==> src/sv/coap_pkg.sv <==
// ----------------------------------------------------------------------------
// coap_pkg
// Shared types and constants for the CoAP message parser: parse phases,
// result kinds and the result record that moves between the parser and the
// result queue.
// ----------------------------------------------------------------------------
package coap_pkg;

    // Option limit: after this many options every later byte is payload
    localparam logic [4:0] MAX_OPTIONS   = 5'd16;
    localparam logic [4:0] OPT_COUNT_SAT = 5'd31;

    // Special byte and nibble codes
    localparam logic [7:0] PAYLOAD_MARKER = 8'hFF;
    localparam logic [3:0] NIB_EXT8       = 4'd13;
    localparam logic [3:0] NIB_EXT16      = 4'd14;

    // Offsets of the extended delta and length forms
    localparam logic [7:0] EXT8_OFFSET  = 8'd13;
    localparam logic [8:0] EXT16_OFFSET = 9'd269;

    // Result queue depth
    localparam int unsigned FIFO_DEPTH = 4;
    localparam int unsigned FIFO_AW    = $clog2(FIFO_DEPTH);
    localparam int unsigned FIFO_CW    = $clog2(FIFO_DEPTH + 1);

    // Result kinds
    typedef enum logic [2:0] {
        KIND_HEADER  = 3'd0,
        KIND_TOKEN   = 3'd1,
        KIND_OPT     = 3'd2,
        KIND_VALUE   = 3'd3,
        KIND_PAYLOAD = 3'd4,
        KIND_END     = 3'd5
    } t_kind;

    // Parse phases, one-hot
    typedef enum logic [10:0] {
        PH_HEADER     = 11'b000_0000_0001,
        PH_TOKEN      = 11'b000_0000_0010,
        PH_OPT_HEAD   = 11'b000_0000_0100,
        PH_DELTA13    = 11'b000_0000_1000,
        PH_DELTA14_HI = 11'b000_0001_0000,
        PH_DELTA14_LO = 11'b000_0010_0000,
        PH_LEN13      = 11'b000_0100_0000,
        PH_LEN14_HI   = 11'b000_1000_0000,
        PH_LEN14_LO   = 11'b001_0000_0000,
        PH_VALUE      = 11'b010_0000_0000,
        PH_PAYLOAD    = 11'b100_0000_0000
    } t_phase;

    // One result item
    typedef struct packed {
        t_kind       kind;
        logic [1:0]  version;
        logic [1:0]  msg_type;
        logic [3:0]  token_len;
        logic [7:0]  code;
        logic [15:0] msg_id;
        logic [15:0] opt_no;
        logic [16:0] opt_len;
        logic [7:0]  data_byte;
        logic        status;
        logic [4:0]  option_count;
        logic        last_of_run;
    } t_result;

    // Results caused by one accepted byte (zero, one or two)
    typedef struct packed {
        logic [1:0] cnt;
        t_result    res0;
        t_result    res1;
    } t_push;

endpackage

==> src/sv/coap_if.sv <==
// ----------------------------------------------------------------------------
// coap_if
// Valid/ready channels of the parser: the byte input channel and the result
// output channel.
// ----------------------------------------------------------------------------
interface coap_byte_if;
    logic       valid;
    logic       ready;
    logic [7:0] in_byte;
    logic       final_byte;

    modport source (output valid, output in_byte, output final_byte, input ready);
    modport sink   (input valid, input in_byte, input final_byte, output ready);
endinterface

interface coap_res_if;
    logic        valid;
    logic        ready;
    logic [2:0]  kind;
    logic [1:0]  version;
    logic [1:0]  msg_type;
    logic [3:0]  token_len;
    logic [7:0]  code;
    logic [15:0] msg_id;
    logic [15:0] opt_no;
    logic [16:0] opt_len;
    logic [7:0]  data_byte;
    logic        status;
    logic [4:0]  option_count;
    logic        last_of_run;

    modport source (
        output valid, input ready,
        output kind, output version, output msg_type, output token_len,
        output code, output msg_id, output opt_no,
        output opt_len, output data_byte, output status,
        output option_count, output last_of_run
    );
    modport sink (
        input valid, output ready,
        input kind, input version, input msg_type, input token_len,
        input code, input msg_id, input opt_no,
        input opt_len, input data_byte, input status,
        input option_count, input last_of_run
    );
endinterface

==> src/sv/coap_parse.sv <==
// ----------------------------------------------------------------------------
// coap_parse
// Parse state and per-byte decode. On each accepted beat the state advances
// and up to two results are handed to the result queue.
// ----------------------------------------------------------------------------
module coap_parse (
    input  logic           i_clk,
    input  logic           i_rst_n,
    input  logic           i_accept,
    input  logic [7:0]     i_byte,
    input  logic           i_final,
    output coap_pkg::t_push o_push
);
    import coap_pkg::*;

    t_phase      r_phase,  n_phase;
    logic [1:0]  r_hpos,   n_hpos;
    logic [7:0]  r_fhb,    n_fhb;
    logic [7:0]  r_code,   n_code;
    logic [7:0]  r_idhi,   n_idhi;
    logic [3:0]  r_tok,    n_tok;
    logic [15:0] r_onum,   n_onum;
    logic [3:0]  r_lnib,   n_lnib;
    logic [7:0]  r_exthi,  n_exthi;
    logic [16:0] r_vrem,   n_vrem;
    logic [4:0]  r_opts,   n_opts;

    // Next state and results for the byte at the input
    always_comb begin
        t_result    v_r0;
        t_result    v_end;
        logic       v_has0;
        logic       v_end_hit;
        logic       v_trunc;
        logic       v_take;
        logic       v_start;
        logic [3:0] v_nib;
        logic [16:0] v_len;

        n_phase = r_phase;
        n_hpos  = r_hpos;
        n_fhb   = r_fhb;
        n_code  = r_code;
        n_idhi  = r_idhi;
        n_tok   = r_tok;
        n_onum  = r_onum;
        n_lnib  = r_lnib;
        n_exthi = r_exthi;
        n_vrem  = r_vrem;
        n_opts  = r_opts;

        v_r0      = '0;
        v_end     = '0;
        v_has0    = 1'b0;
        v_end_hit = 1'b0;
        v_trunc   = 1'b0;
        v_take    = 1'b0;
        v_start   = 1'b0;
        v_nib     = r_lnib;
        v_len     = '0;

        unique case (r_phase)
            PH_TOKEN: begin
                v_has0         = 1'b1;
                v_r0.kind      = KIND_TOKEN;
                v_r0.data_byte = i_byte;
                n_tok          = r_tok - 4'd1;
                if (i_final) begin
                    v_end_hit = 1'b1;
                    v_trunc   = (n_tok != 4'd0);
                end else if (n_tok == 4'd0) begin
                    n_phase = PH_OPT_HEAD;
                end
            end
            PH_OPT_HEAD: begin
                if (i_byte == PAYLOAD_MARKER) begin
                    n_phase   = PH_PAYLOAD;
                    v_end_hit = i_final;
                end else begin
                    n_lnib = i_byte[3:0];
                    v_nib  = i_byte[3:0];
                    if (i_byte[7:4] == NIB_EXT8) begin
                        n_phase   = PH_DELTA13;
                        v_end_hit = i_final;
                        v_trunc   = 1'b1;
                    end else if (i_byte[7:4] == NIB_EXT16) begin
                        n_phase   = PH_DELTA14_HI;
                        v_end_hit = i_final;
                        v_trunc   = 1'b1;
                    end else begin
                        n_onum = r_onum + {12'd0, i_byte[7:4]};
                        v_take = 1'b1;
                    end
                end
            end
            PH_DELTA13: begin
                n_onum = r_onum + {8'd0, i_byte} + {8'd0, EXT8_OFFSET};
                v_take = 1'b1;
            end
            PH_DELTA14_HI: begin
                n_exthi   = i_byte;
                n_phase   = PH_DELTA14_LO;
                v_end_hit = i_final;
                v_trunc   = 1'b1;
            end
            PH_DELTA14_LO: begin
                n_onum = r_onum + {r_exthi, i_byte} + {7'd0, EXT16_OFFSET};
                v_take = 1'b1;
            end
            PH_LEN13: begin
                v_start = 1'b1;
                v_len   = {9'd0, i_byte} + {9'd0, EXT8_OFFSET};
            end
            PH_LEN14_HI: begin
                n_exthi   = i_byte;
                n_phase   = PH_LEN14_LO;
                v_end_hit = i_final;
                v_trunc   = 1'b1;
            end
            PH_LEN14_LO: begin
                v_start = 1'b1;
                v_len   = {1'b0, r_exthi, i_byte} + {8'd0, EXT16_OFFSET};
            end
            PH_VALUE: begin
                v_has0         = 1'b1;
                v_r0.kind      = KIND_VALUE;
                v_r0.opt_no    = r_onum;
                v_r0.data_byte = i_byte;
                n_vrem         = r_vrem - 17'd1;
                if (i_final) begin
                    v_end_hit = 1'b1;
                    v_trunc   = (n_vrem != 17'd0);
                end else if (n_vrem != 17'd0) begin
                    n_phase = PH_VALUE;
                end else if (r_opts >= MAX_OPTIONS) begin
                    n_phase = PH_PAYLOAD;
                end else begin
                    n_phase = PH_OPT_HEAD;
                end
            end
            PH_PAYLOAD: begin
                v_has0         = 1'b1;
                v_r0.kind      = KIND_PAYLOAD;
                v_r0.data_byte = i_byte;
                v_end_hit      = i_final;
            end
            PH_HEADER: begin
                unique case (r_hpos)
                    2'd0: n_fhb  = i_byte;
                    2'd1: n_code = i_byte;
                    2'd2: n_idhi = i_byte;
                    default: ;
                endcase
                if (r_hpos == 2'd3) begin
                    // Fourth header byte: header result, header position holds
                    v_has0          = 1'b1;
                    v_r0.kind       = KIND_HEADER;
                    v_r0.version    = r_fhb[7:6];
                    v_r0.msg_type   = r_fhb[5:4];
                    v_r0.token_len  = r_fhb[3:0];
                    v_r0.code       = r_code;
                    v_r0.msg_id     = {r_idhi, i_byte};
                    n_tok           = r_fhb[3:0];
                    n_phase         = (r_fhb[3:0] != 4'd0) ? PH_TOKEN : PH_OPT_HEAD;
                    v_end_hit       = i_final;
                    v_trunc         = (r_fhb[3:0] != 4'd0);
                end else begin
                    n_hpos    = r_hpos + 2'd1;
                    v_end_hit = i_final;
                    v_trunc   = 1'b1;
                end
            end
            default: ;
        endcase

        // Length nibble: extended forms wait for more bytes
        if (v_take) begin
            if (v_nib == NIB_EXT8) begin
                n_phase   = PH_LEN13;
                v_end_hit = i_final;
                v_trunc   = 1'b1;
            end else if (v_nib == NIB_EXT16) begin
                n_phase   = PH_LEN14_HI;
                v_end_hit = i_final;
                v_trunc   = 1'b1;
            end else begin
                v_start = 1'b1;
                v_len   = {13'd0, v_nib};
            end
        end

        // Option start result
        if (v_start) begin
            v_has0       = 1'b1;
            v_r0.kind    = KIND_OPT;
            v_r0.opt_no  = n_onum;
            v_r0.opt_len = v_len;
            if (r_opts < OPT_COUNT_SAT) begin
                n_opts = r_opts + 5'd1;
            end
            n_vrem = v_len;
            if (i_final) begin
                v_end_hit = 1'b1;
                v_trunc   = (v_len != 17'd0);
            end else if (v_len != 17'd0) begin
                n_phase = PH_VALUE;
            end else if (n_opts >= MAX_OPTIONS) begin
                n_phase = PH_PAYLOAD;
            end else begin
                n_phase = PH_OPT_HEAD;
            end
        end

        // End of message: end result, then everything back to reset values
        v_end.kind         = KIND_END;
        v_end.status       = v_trunc;
        v_end.option_count = n_opts;
        v_end.last_of_run  = 1'b1;
        if (v_end_hit) begin
            n_phase = PH_HEADER;
            n_hpos  = '0;
            n_fhb   = '0;
            n_code  = '0;
            n_idhi  = '0;
            n_tok   = '0;
            n_onum  = '0;
            n_lnib  = '0;
            n_exthi = '0;
            n_vrem  = '0;
            n_opts  = '0;
        end

        // Pack the results of this beat
        v_r0.last_of_run = !v_end_hit;
        o_push = '0;
        if (v_has0) begin
            o_push.res0 = v_r0;
            o_push.res1 = v_end;
            o_push.cnt  = v_end_hit ? 2'd2 : 2'd1;
        end else if (v_end_hit) begin
            o_push.res0 = v_end;
            o_push.cnt  = 2'd1;
        end
    end

    // State registers, advanced only on an accepted beat
    always_ff @(posedge i_clk) begin
        if (!i_rst_n) begin
            r_phase <= PH_HEADER;
            r_hpos  <= '0;
            r_fhb   <= '0;
            r_code  <= '0;
            r_idhi  <= '0;
            r_tok   <= '0;
            r_onum  <= '0;
            r_lnib  <= '0;
            r_exthi <= '0;
            r_vrem  <= '0;
            r_opts  <= '0;
        end else if (i_accept) begin
            r_phase <= n_phase;
            r_hpos  <= n_hpos;
            r_fhb   <= n_fhb;
            r_code  <= n_code;
            r_idhi  <= n_idhi;
            r_tok   <= n_tok;
            r_onum  <= n_onum;
            r_lnib  <= n_lnib;
            r_exthi <= n_exthi;
            r_vrem  <= n_vrem;
            r_opts  <= n_opts;
        end
    end

endmodule

==> src/sv/coap_res_fifo.sv <==
// ----------------------------------------------------------------------------
// coap_res_fifo
// Small result queue: takes up to two results per cycle, hands out one per
// beat, and reports room for a full two-result push.
// ----------------------------------------------------------------------------
module coap_res_fifo (
    input  logic              i_clk,
    input  logic              i_rst_n,
    input  logic              i_push_en,
    input  coap_pkg::t_push   i_push,
    output logic              o_room,
    output logic              o_valid,
    input  logic              i_pop,
    output coap_pkg::t_result o_head
);
    import coap_pkg::*;

    t_result                r_mem [FIFO_DEPTH];
    logic [FIFO_AW-1:0]     r_wr, n_wr;
    logic [FIFO_AW-1:0]     r_rd, n_rd;
    logic [FIFO_CW-1:0]     r_cnt, n_cnt;
    logic [1:0]             n_push;
    logic                   n_pop;

    assign n_push  = i_push_en ? i_push.cnt : 2'd0;
    assign n_pop   = i_pop && (r_cnt != '0);
    assign o_valid = (r_cnt != '0);
    assign o_head  = r_mem[r_rd];
    assign o_room  = (r_cnt <= FIFO_CW'(FIFO_DEPTH - 2));

    // Pointer and count updates
    always_comb begin
        n_wr  = r_wr + FIFO_AW'(n_push);
        n_rd  = r_rd + FIFO_AW'(n_pop);
        n_cnt = r_cnt + FIFO_CW'(n_push) - FIFO_CW'(n_pop);
    end

    always_ff @(posedge i_clk) begin
        if (!i_rst_n) begin
            r_wr  <= '0;
            r_rd  <= '0;
            r_cnt <= '0;
        end else begin
            r_wr  <= n_wr;
            r_rd  <= n_rd;
            r_cnt <= n_cnt;
        end
    end

    // Result storage, no reset needed
    always_ff @(posedge i_clk) begin
        if (n_push != 2'd0) begin
            r_mem[r_wr] <= i_push.res0;
        end
        if (n_push == 2'd2) begin
            r_mem[r_wr + FIFO_AW'(1)] <= i_push.res1;
        end
    end

endmodule

==> src/sv/coap_message_parser_top.sv <==
// The results of a byte are registered in the result queue and offered from its head.
// Throughput: one byte per cycle while the output is ready and each byte yields at most one result;
//   a byte that yields two results (data plus end) puts both into the queue at once.
// Set by the four-entry result queue, which accepts a byte whenever two slots are free.
// Reset: synchronous active-low i_rst_n puts the parser in the header phase
//   and empties the result queue.
// ----------------------------------------------------------------------------
// coap_message_parser_top
// CoAP message parser: bytes in, header, token, option and payload results out.
// ----------------------------------------------------------------------------
module coap_message_parser_top (
    input  logic        i_clk,
    input  logic        i_rst_n,
    coap_byte_if.sink   i_in,
    coap_res_if.source  o_res
);
    import coap_pkg::*;

    t_push   w_push;
    t_result w_head;
    logic    w_room;
    logic    w_accept;

    assign i_in.ready = w_room;
    assign w_accept   = i_in.valid && w_room;

    // Byte decode and parse state
    coap_parse u_parse (
        .i_clk    (i_clk),
        .i_rst_n  (i_rst_n),
        .i_accept (w_accept),
        .i_byte   (i_in.in_byte),
        .i_final  (i_in.final_byte),
        .o_push   (w_push)
    );

    // Result queue toward the output channel
    coap_res_fifo u_fifo (
        .i_clk     (i_clk),
        .i_rst_n   (i_rst_n),
        .i_push_en (w_accept),
        .i_push    (w_push),
        .o_room    (w_room),
        .o_valid   (o_res.valid),
        .i_pop     (o_res.ready),
        .o_head    (w_head)
    );

    // Output fields
    assign o_res.kind          = w_head.kind;
    assign o_res.version       = w_head.version;
    assign o_res.msg_type      = w_head.msg_type;
    assign o_res.token_len     = w_head.token_len;
    assign o_res.code          = w_head.code;
    assign o_res.msg_id        = w_head.msg_id;
    assign o_res.opt_no        = w_head.opt_no;
    assign o_res.opt_len       = w_head.opt_len;
    assign o_res.data_byte     = w_head.data_byte;
    assign o_res.status        = w_head.status;
    assign o_res.option_count  = w_head.option_count;
    assign o_res.last_of_run   = w_head.last_of_run;

endmodule

==> src/flat_wrapper.sv <==
// flat-port wrapper written by rule: the top's interface ports become plain ports
module coap_message_parser_top_flat import coap_pkg::*;
  (i_clk, i_rst_n, i_in_valid, i_in_in_byte, i_in_final_byte, i_in_ready, o_res_valid, o_res_ready, o_res_kind, o_res_version, o_res_msg_type, o_res_token_len, o_res_code, o_res_msg_id, o_res_opt_no, o_res_opt_len, o_res_data_byte, o_res_status, o_res_option_count, o_res_last_of_run);
  coap_byte_if i_in_i ();
  coap_res_if o_res_i ();
  input  logic i_clk;
  input  logic i_rst_n;
  input wire logic [$bits(i_in_i.valid)-1:0] i_in_valid;
  input wire logic [$bits(i_in_i.in_byte)-1:0] i_in_in_byte;
  input wire logic [$bits(i_in_i.final_byte)-1:0] i_in_final_byte;
  output wire logic [$bits(i_in_i.ready)-1:0] i_in_ready;
  output wire logic [$bits(o_res_i.valid)-1:0] o_res_valid;
  input wire logic [$bits(o_res_i.ready)-1:0] o_res_ready;
  output wire logic [$bits(o_res_i.kind)-1:0] o_res_kind;
  output wire logic [$bits(o_res_i.version)-1:0] o_res_version;
  output wire logic [$bits(o_res_i.msg_type)-1:0] o_res_msg_type;
  output wire logic [$bits(o_res_i.token_len)-1:0] o_res_token_len;
  output wire logic [$bits(o_res_i.code)-1:0] o_res_code;
  output wire logic [$bits(o_res_i.msg_id)-1:0] o_res_msg_id;
  output wire logic [$bits(o_res_i.opt_no)-1:0] o_res_opt_no;
  output wire logic [$bits(o_res_i.opt_len)-1:0] o_res_opt_len;
  output wire logic [$bits(o_res_i.data_byte)-1:0] o_res_data_byte;
  output wire logic [$bits(o_res_i.status)-1:0] o_res_status;
  output wire logic [$bits(o_res_i.option_count)-1:0] o_res_option_count;
  output wire logic [$bits(o_res_i.last_of_run)-1:0] o_res_last_of_run;
  assign i_in_i.valid = i_in_valid;
  assign i_in_i.in_byte = i_in_in_byte;
  assign i_in_i.final_byte = i_in_final_byte;
  assign i_in_ready = i_in_i.ready;
  assign o_res_valid = o_res_i.valid;
  assign o_res_i.ready = o_res_ready;
  assign o_res_kind = o_res_i.kind;
  assign o_res_version = o_res_i.version;
  assign o_res_msg_type = o_res_i.msg_type;
  assign o_res_token_len = o_res_i.token_len;
  assign o_res_code = o_res_i.code;
  assign o_res_msg_id = o_res_i.msg_id;
  assign o_res_opt_no = o_res_i.opt_no;
  assign o_res_opt_len = o_res_i.opt_len;
  assign o_res_data_byte = o_res_i.data_byte;
  assign o_res_status = o_res_i.status;
  assign o_res_option_count = o_res_i.option_count;
  assign o_res_last_of_run = o_res_i.last_of_run;
  coap_message_parser_top u_core (.i_clk(i_clk), .i_rst_n(i_rst_n), .i_in(i_in_i), .o_res(o_res_i));
endmodule
==> config.mk <==
export PLATFORM = sky130hd
export DESIGN_NAME = coap_message_parser_top_flat
export DESIGN_NICKNAME = d
export VERILOG_FILES = /design/src/sv/coap_pkg.sv /design/src/sv/coap_if.sv /design/src/sv/coap_parse.sv /design/src/sv/coap_res_fifo.sv /design/src/sv/coap_message_parser_top.sv /design/src/flat_wrapper.sv
export SDC_FILE = /design/constraint.sdc
export NUM_CORES = 1
export LEC_CHECK = 0
export BUFFER_PORTS_ARGS = -buffer_cell sky130_fd_sc_hd__buf_4
export CAP_MARGIN = 20
export CORE_MARGIN = 2
export CORE_UTILIZATION = 40
export DETAILED_ROUTE_END_ITERATION = 8
export GPL_ROUTABILITY_DRIVEN = 0
export GPL_TIMING_DRIVEN = 1
export PLACE_DENSITY_LB_ADDON = 0.1
export SLEW_MARGIN = 20
export SYNTH_ARGS = -nofsm -noshare
export SYNTH_HDL_FRONTEND = slang
export SYNTH_SLANG_ARGS = --single-unit
==> constraint.sdc <==
create_clock -name i_clk -period 5.3 [get_ports i_clk]
set_input_delay 1.06 -clock i_clk [delete_from_list [all_inputs] [get_ports i_clk]]
set_output_delay 1.06 -clock i_clk [all_outputs]
set_load 0.01 [all_outputs]
==> results of run 1 <==
## final cells by class
type	instances	area [µm²]	share of cell area, %
tap	680	850.8	3.590
sequential	430	8976	37.87
timing repair buffer	149	1206	5.089
inverter	50	187.7	0.7919
clock inverter	19	234.0	0.9872
multi-input combinational	1547	10790	45.54
clock buffer	73	1451	6.124
## worst register-to-register path: stages, from the launching register on
cell,delay (ns)
dfxtp_1,0.46
nor4_4,0.61
nand3_1,0.41
nor2_1,0.49
nor2_1,0.25
o22ai_1,0.75
nand4_1,0.44
o41ai_2,0.46
buf_4,0.21
nor2_1,0.04
## kinds of logic after synthesis
| logic type | share of synthesized area (%) |
|---|---|
| multiplexers | 11.12 |
| XOR/XNOR | 2.088 |
| AND/OR/NAND/NOR | 15.83 |
| buffers and inverters | 4.006 |
| adder cells (fa/ha/maj) | 3.397 |
| AO/OA/AOI/OAI | 19.93 |
| flip-flops | 43.64 |
## power by group
group / switching [W] / total (W) / leakage, nW / internal (W)
registers: 0.000177 / 0.00353 / 3.52 / 0.00336
logic: 0.000946 / 0.00149 / 4.38 / 0.000547
clock network: 0.00141 / 0.00351 / 0.827 / 0.00210
## stage by stage
stage	setup slack (ns)	total power, W
floorplan	0.8354	0.004535
global placement	0.4629	0.005088
detailed placement	0.4237	0.005088
CTS	1.017	0.008602
global route	0.7201	0.008849
finish	0.9189	0.008536
## registers in the layout, indices dropped and copies added (netlist names)
signal                  cells
u_core.u_fifo.r_cnt         3
u_core.u_fifo.r_mem       332
u_core.u_fifo.r_rd          2
u_core.u_fifo.r_wr          2
u_core.u_parse.r_code       8
u_core.u_parse.r_exthi      8
u_core.u_parse.r_fhb        8
u_core.u_parse.r_hpos       2
u_core.u_parse.r_idhi       8
u_core.u_parse.r_lnib       4
u_core.u_parse.r_onum      16
u_core.u_parse.r_opts       5
u_core.u_parse.r_phase     11
u_core.u_parse.r_tok        4
u_core.u_parse.r_vrem      17
## worst paths after layout
kind	slack (ns)	end	cells after the start	from
worst max-delay path	0.92	u_core.u_fifo.r_mem[0][6]	9	u_core.u_parse.r_phase[4]
worst min-delay path	0.45	u_core.u_fifo.r_mem[1][24]	2	u_core.u_fifo.r_mem[1][24]
worst max register to register	0.92	u_core.u_fifo.r_mem[0][6]	9	u_core.u_parse.r_phase[4]
worst min register to register	0.45	u_core.u_fifo.r_mem[1][24]	2	u_core.u_fifo.r_mem[1][24]
## synthesized netlist by cell type, drive strengths merged, types with 20 or more instances
library cell	instances	area, µm²
xor2	21	183.9
mux4	83	1869
dfxtp	394	7888
xnor2	28	245.2
edfxtp	36	1081
a21oi	82	429.2
nor2	169	641.9
nand3	50	250.2
nand2	306	1151
o22ai	20	125.1
clkbuf	118	442.9
o21ai	248	1252
nor3	44	230.2
buf	37	192.7
mux2i	37	370.4
a22o	113	989.7
inv	49	183.9
ha	51	638.1
## layer usage
metal	GRT usage (%)	up-vias
li1	-	8120
met1	33.08	8664
met2	40.41	580
met3	4.385	128
met4	7.702	0
met5	0	-
==> metrics.md, run 1 <==
| Metric | Value |
|---|---|
| Delay-heaviest family, CP | `simple AND/OR/NAND/NOR gates` |
| Number of buffer and inverter stages on the critical path | `1` |
| WP data required | `5.63 ns` |
| Post-Syn Area | `20550 µm²` |
| WL met2 | `30630 µm` |
| # clock sinks | `430` |
| Worst Tran Pin Value | `0.9535 ns` |
| # resized after CTS | `0` |
| TritonCTS buffer count | `49` |
| Syn Area/Cell | `9.420 µm²` |
| Max Slew Vio Count | `0` |
| Top Layer Used | `met4` |
| Outcome | `completed` |
| Routed vias | `17.49k` |
| Syn-to-layout area delta | `15.31%` |
| Sequential share of the synthesized area | `43.64%` |
| Startpoint Class | `flop` |
| Sum of negative setup slack | `0 ns` |
| Number of flops mapped to enable cells by yosys | `36` |
| Setup Crit Path Kind | `flop to flop` |
| Placed Cells | `2856` |
| Core Box Area | `51090 µm²` |
| P per Cell Area | `360.1 nW/µm²` |
| CP Capture Type | `flop` |
| Max H-tree Level | `2` |
| Die Ht | `230.7 µm` |
| Drc violations | `0` |
| WL per Instance | `22.60 µm` |
| Final Hold Vio Count | `0` |
| Worst path cell trace | `nor4_4 > nand3_1 > nor2_1 > nor2_1 > o22ai_1 > nand4_1 > o41ai_2 > buf_4 > nor2_1` |
| Tcrit/Tclk final | `82.66%` |
| Vias in the first global route | `17.07k` |
| RSZ-0062 raised after global routing | `false` |
| Post-CTS Hold Fix Bufs | `0` |
| Met3 Routed Length | `4213 µm` |
| Hold Slack | `0.4483 ns` |
| Met1 Wirelength | `29830 µm` |
| Die area | `53210 µm²` |
| Max Cap Viol | `0` |
| Site Rows | `83` |
| Most numerous cell on the critical path | `nor2_1` |
| Commonest non-fill, non-tap cell in the layout | `dfxtp_1` |
| Final ANT Viol Nets | `0` |
| Width of the die | `230.7 µm` |
| Ys flop type | `dfxtp_1` |
| Critical path's largest stage delay | `0.75 ns` |
| Final Core Density | `46.39%` |
| Async set-reset flop share out of synthesis | `0%` |
| Setup Buffers After CTS | `0` |
| Vias per inst | `5.934` |
| First-pass GRT wire length | `102200 µm` |
| Antenna Cells | `0` |
| Final Critical Period | `4.381 ns` |
| Layout cells sized above 1 | `16.14%` |
| Initial Util | `40.23%` |
| Final instance area | `23700 µm²` |
| Worst-skew pair later-pin latency | `0.59 ns` |
| Distinct cell type count after synthesis | `94` |
| Final setup vio count | `0` |
| CTS tree | `yes` |
| Crit path DAT | `4.71 ns` |
| Root Buffer | `clkbuf_16` |
| Synthesis-stage register bit count | `430` |
| CP max-delay cell | `o22ai_1` |
| Max Freq | `0.2283 GHz` |
| Largest net degree at the start of global routing | `75` |
| Initial antenna violation count | `0` |
| Port bufs | `97` |
| Synth warnings | `0` |
| Cell Count, Final, Fillers Out | `2948` |
| Crit-path max FO | `12` |
| WL final | `66620 µm` |
| Post-synthesis cell count | `2182` |
| Gr ovfl total | `0` |
| Gr usage total | `24.65%` |
| First-pass DRT Iterations | `5` |
| Worst-path clk slew | `0.06 ns` |
| Leak | `8.730 nW` |
| DP Area | `22010 µm²` |
| Syn nets | `2249` |
| Io pins | `98` |
| HP Class | `flop to flop` |
| Nets@finish | `2294` |
| Setup Skew | `0.02320 ns` |
| Iter 0 DRT Violations | `1331` |
| Filler cell count | `4927` |
| Commonest non-fill, non-tap cells in the layout | `dfxtp_1 (392), nand2_1 (303), o21ai_0 (238)` |
| Post-DP HPWL | `44550 µm` |
| Maximum VDD drop | `0.0002345 V` |
| Rel. slew slack | `36.43%` |
| CTS max path bufs | `3` |
No activity file was read; power rests on OpenSTA's default activity.
==> run 2: changes to the inputs <==
==> constraint.sdc (replaced) <==
create_clock -name i_clk -period 4.2 [get_ports i_clk]
set_input_delay 0.84 -clock i_clk [delete_from_list [all_inputs] [get_ports i_clk]]
set_output_delay 0.84 -clock i_clk [all_outputs]
set_load 0.01 [all_outputs]
==> run 2 against run 1 <==
Worst hold slack barely moved. Sequential cell count did not move. Clock skew fell by 0.0035 ns. Critical endpoint is now u_core.u_fifo.r_mem[3][6]. Critical path type unchanged. Critical path depth rose by 3.
==> metrics.md, run 2 (synthesized netlist as in run 1, its figures left out) <==
| Metric | Value |
|---|---|
| Final setup vio count | `0 (unchanged)` |
| Worst path cell trace | `nor4_4 > buf_4 > and3_1 > a211oi_1 > o211a_1 > nand3_1 > ha_1 > o21ai_0 > buf_4 > nor2_2 > a21oi_2 > nor2_1` |
| Worst Tran Pin Value | `0.9514 ns (-0.002105 ns)` |
| Die area | `53210 µm² (unchanged)` |
| RSZ-0062 raised after global routing | `false` |
| Worst-path clk slew | `0.06 ns (about the same)` |
| Port bufs | `97 (unchanged)` |
| Placed Cells | `2930 (+2.6%)` |
| Hold path start | `u_core.u_fifo.r_mem[1][69]` |
| Post-DP HPWL | `46480 µm (+4.3%)` |
| CTS tree | `yes` |
| Hold Slack | `0.4483 ns (-0.00006700 ns)` |
| WL per Instance | `21.91 µm (-3.0%)` |
| P per Cell Area | `439.6 nW/µm² (+22%)` |
| Cell Count, Final, Fillers Out | `3018 (+2.4%)` |
| Commonest non-fill, non-tap cell in the layout | `dfxtp_1` |
| Biggest regs | `u_core.u_fifo.r_mem x332, u_core.u_parse.r_vrem x17, u_core.u_parse.r_onum x16` |
| Die Ht | `230.7 µm (unchanged)` |
| Leak | `9.062 nW (+3.8%)` |
| CTS max path bufs | `3 (unchanged)` |
| Final ANT Viol Nets | `0 (unchanged)` |
| Max FFs per register | `332 (unchanged)` |
| First-pass GRT wire length | `102100 µm (-0.14%)` |
| Max H-tree Level | `2 (unchanged)` |
| Vias in the first global route | `17.14k (+0.45%)` |
| # clock sinks | `430 (unchanged)` |
| CP max-delay cell | `dfxtp_1` |
| Initial antenna violation count | `0 (unchanged)` |
| Most numerous cell on the critical path | `buf_4` |
| First-pass DRT Iterations | `5 (unchanged)` |
| Io pins | `98 (unchanged)` |
| Routed vias | `17.61k (+0.69%)` |
| Final worst slack | `0.3800 ns (-0.5389 ns)` |
| Drc violations | `0 (unchanged)` |
| Syn-to-layout area delta | `18.02%` |
| Worst slack, placed | `-0.07132 ns (-0.4950 ns)` |
| Nets@finish | `2366 (+3.1%)` |
| Maximum VDD drop | `0.0003218 V (+37%)` |
| Worst-skew pair later-pin latency | `0.59 ns (about the same)` |
| Crit path DAT | `4.14 ns (-0.57 ns)` |
| Site Rows | `83 (unchanged)` |
| Crit-path max FO | `9 (-3)` |
| TritonCTS buffer count | `47 (-4.1%)` |
| Max Freq | `0.2618 GHz (+15%)` |
| Gr ovfl total | `0 (unchanged)` |
| Gr usage total | `24.63% (about the same)` |
| # resized after CTS | `0 (unchanged)` |
| WP data required | `4.52 ns (-1.11 ns)` |
| Final Core Density | `47.48% (+1.1 points)` |
| Final Hold Vio Count | `0 (unchanged)` |
| Outcome | `completed` |
| Setup Skew | `0.01974 ns (-0.003461 ns)` |
| Root Buffer | `clkbuf_16` |
| Startpoint Class | `flop` |
| Layout cells sized above 1 | `18.73% (+2.6 points)` |
| CP Capture Type | `flop` |
| Antenna Cells | `0 (unchanged)` |
| Width of the die | `230.7 µm (unchanged)` |
| Rel. slew slack | `36.09% (-0.35 points)` |
| Post-CTS Hold Fix Bufs | `0 (unchanged)` |
| Vias per inst | `5.836 (-1.6%)` |
| Max Slew Vio Count | `0 (unchanged)` |
| Core Box Area | `51090 µm² (unchanged)` |
| Final Critical Period | `3.820 ns (-0.5611 ns)` |
| Setup Crit Path Kind | `flop to flop` |
| Max Cap Viol | `0 (unchanged)` |
| Commonest non-fill, non-tap cells in the layout | `dfxtp_1 (392), nand2_1 (303), o21ai_0 (238)` |
| Iter 0 DRT Violations | `1409 (+5.9%)` |
| Setup Buffers After CTS | `0 (unchanged)` |
| R2R Path Start | `u_core.u_parse.r_phase[5]` |
| Biggest register | `u_core.u_fifo.r_mem` |
| WL final | `66130 µm (-0.74%)` |
| CP startpoint | `u_core.u_parse.r_phase[5]` |
| HP Class | `flop to flop` |
| Critical path's largest stage delay | `0.60 ns (-0.15 ns)` |
| Largest net degree at the start of global routing | `53 (-29%)` |
| Tcrit/Tclk final | `90.95% (+8.3 points)` |
| Initial Util | `40.23% (unchanged)` |
-- run 2: changes by cell type in the layout (fill, tap and decap cells not counted), sizes merged --
cell,delta
buf,+74
clkbuf,-9
clkinv,+2
clkinvlp,+2
inv,+2
bufinv,-1
-- run 2: per-stage QoR --
| step | instance area (µm²) | total power, W | TNS (ns) |
|---|---|---|---|
| floorplan | 20560 | 0.005723 | 0 |
| global placement | 22660 | 0.006545 | -0.2779 |
| detailed placement | 22670 | 0.006544 | -1.177 |
| CTS | 24260 | 0.01075 | 0 |
| global route | 24260 | 0.01108 | 0 |
| finish | 24260 | 0.01066 | 0 |
-- run 2: worst paths after layout --
kind / to / cells past startpoint / slack (ns)
min reg2reg: u_core.u_fifo.r_mem[1][69] / 2 / 0.45
max reg2reg: u_core.u_fifo.r_mem[3][6] / 12 / 0.38
min: u_core.u_fifo.r_mem[1][69] / 2 / 0.45
max: u_core.u_fifo.r_mem[3][6] / 12 / 0.38
-- run 2: critical path, delay by kind of cell (launching register included) --
kind            cells  cell delay (ns)
flops               1             0.60
buf+inv             2             0.43
compound gates      4             1.50
fa+ha+maj           1             0.36
simple gates        5             0.65
-- run 2: where the power goes --
| part | internal, W | total (W) | switching, W |
|---|---|---|---|
| clock network | 0.00243 | 0.00420 | 0.00177 |
| registers | 0.00424 | 0.00441 | 0.000171 |
| logic | 0.000796 | 0.00206 | 0.00126 |
-- run 2: cell type report --
class | instances | area [µm²]
fillers | 4859 | 26840
well taps | 680 | 850.8
repair buffers | 223 | 1862
clock inverters | 24 | 256.5
multi-input cells | 1547 | 10790
flip-flops and latches | 430 | 8976
clock buffers | 64 | 1330
inverters | 50 | 187.7
-- run 2: layer usage --
metal,part of all wire [%],track usage [%],up-vias
met5,0,0,-
met2,46,39.46,559
met1,45,34.08,8705
li1,-,-,8238
met4,2.8,8.246,0
met3,6.1,3.668,110
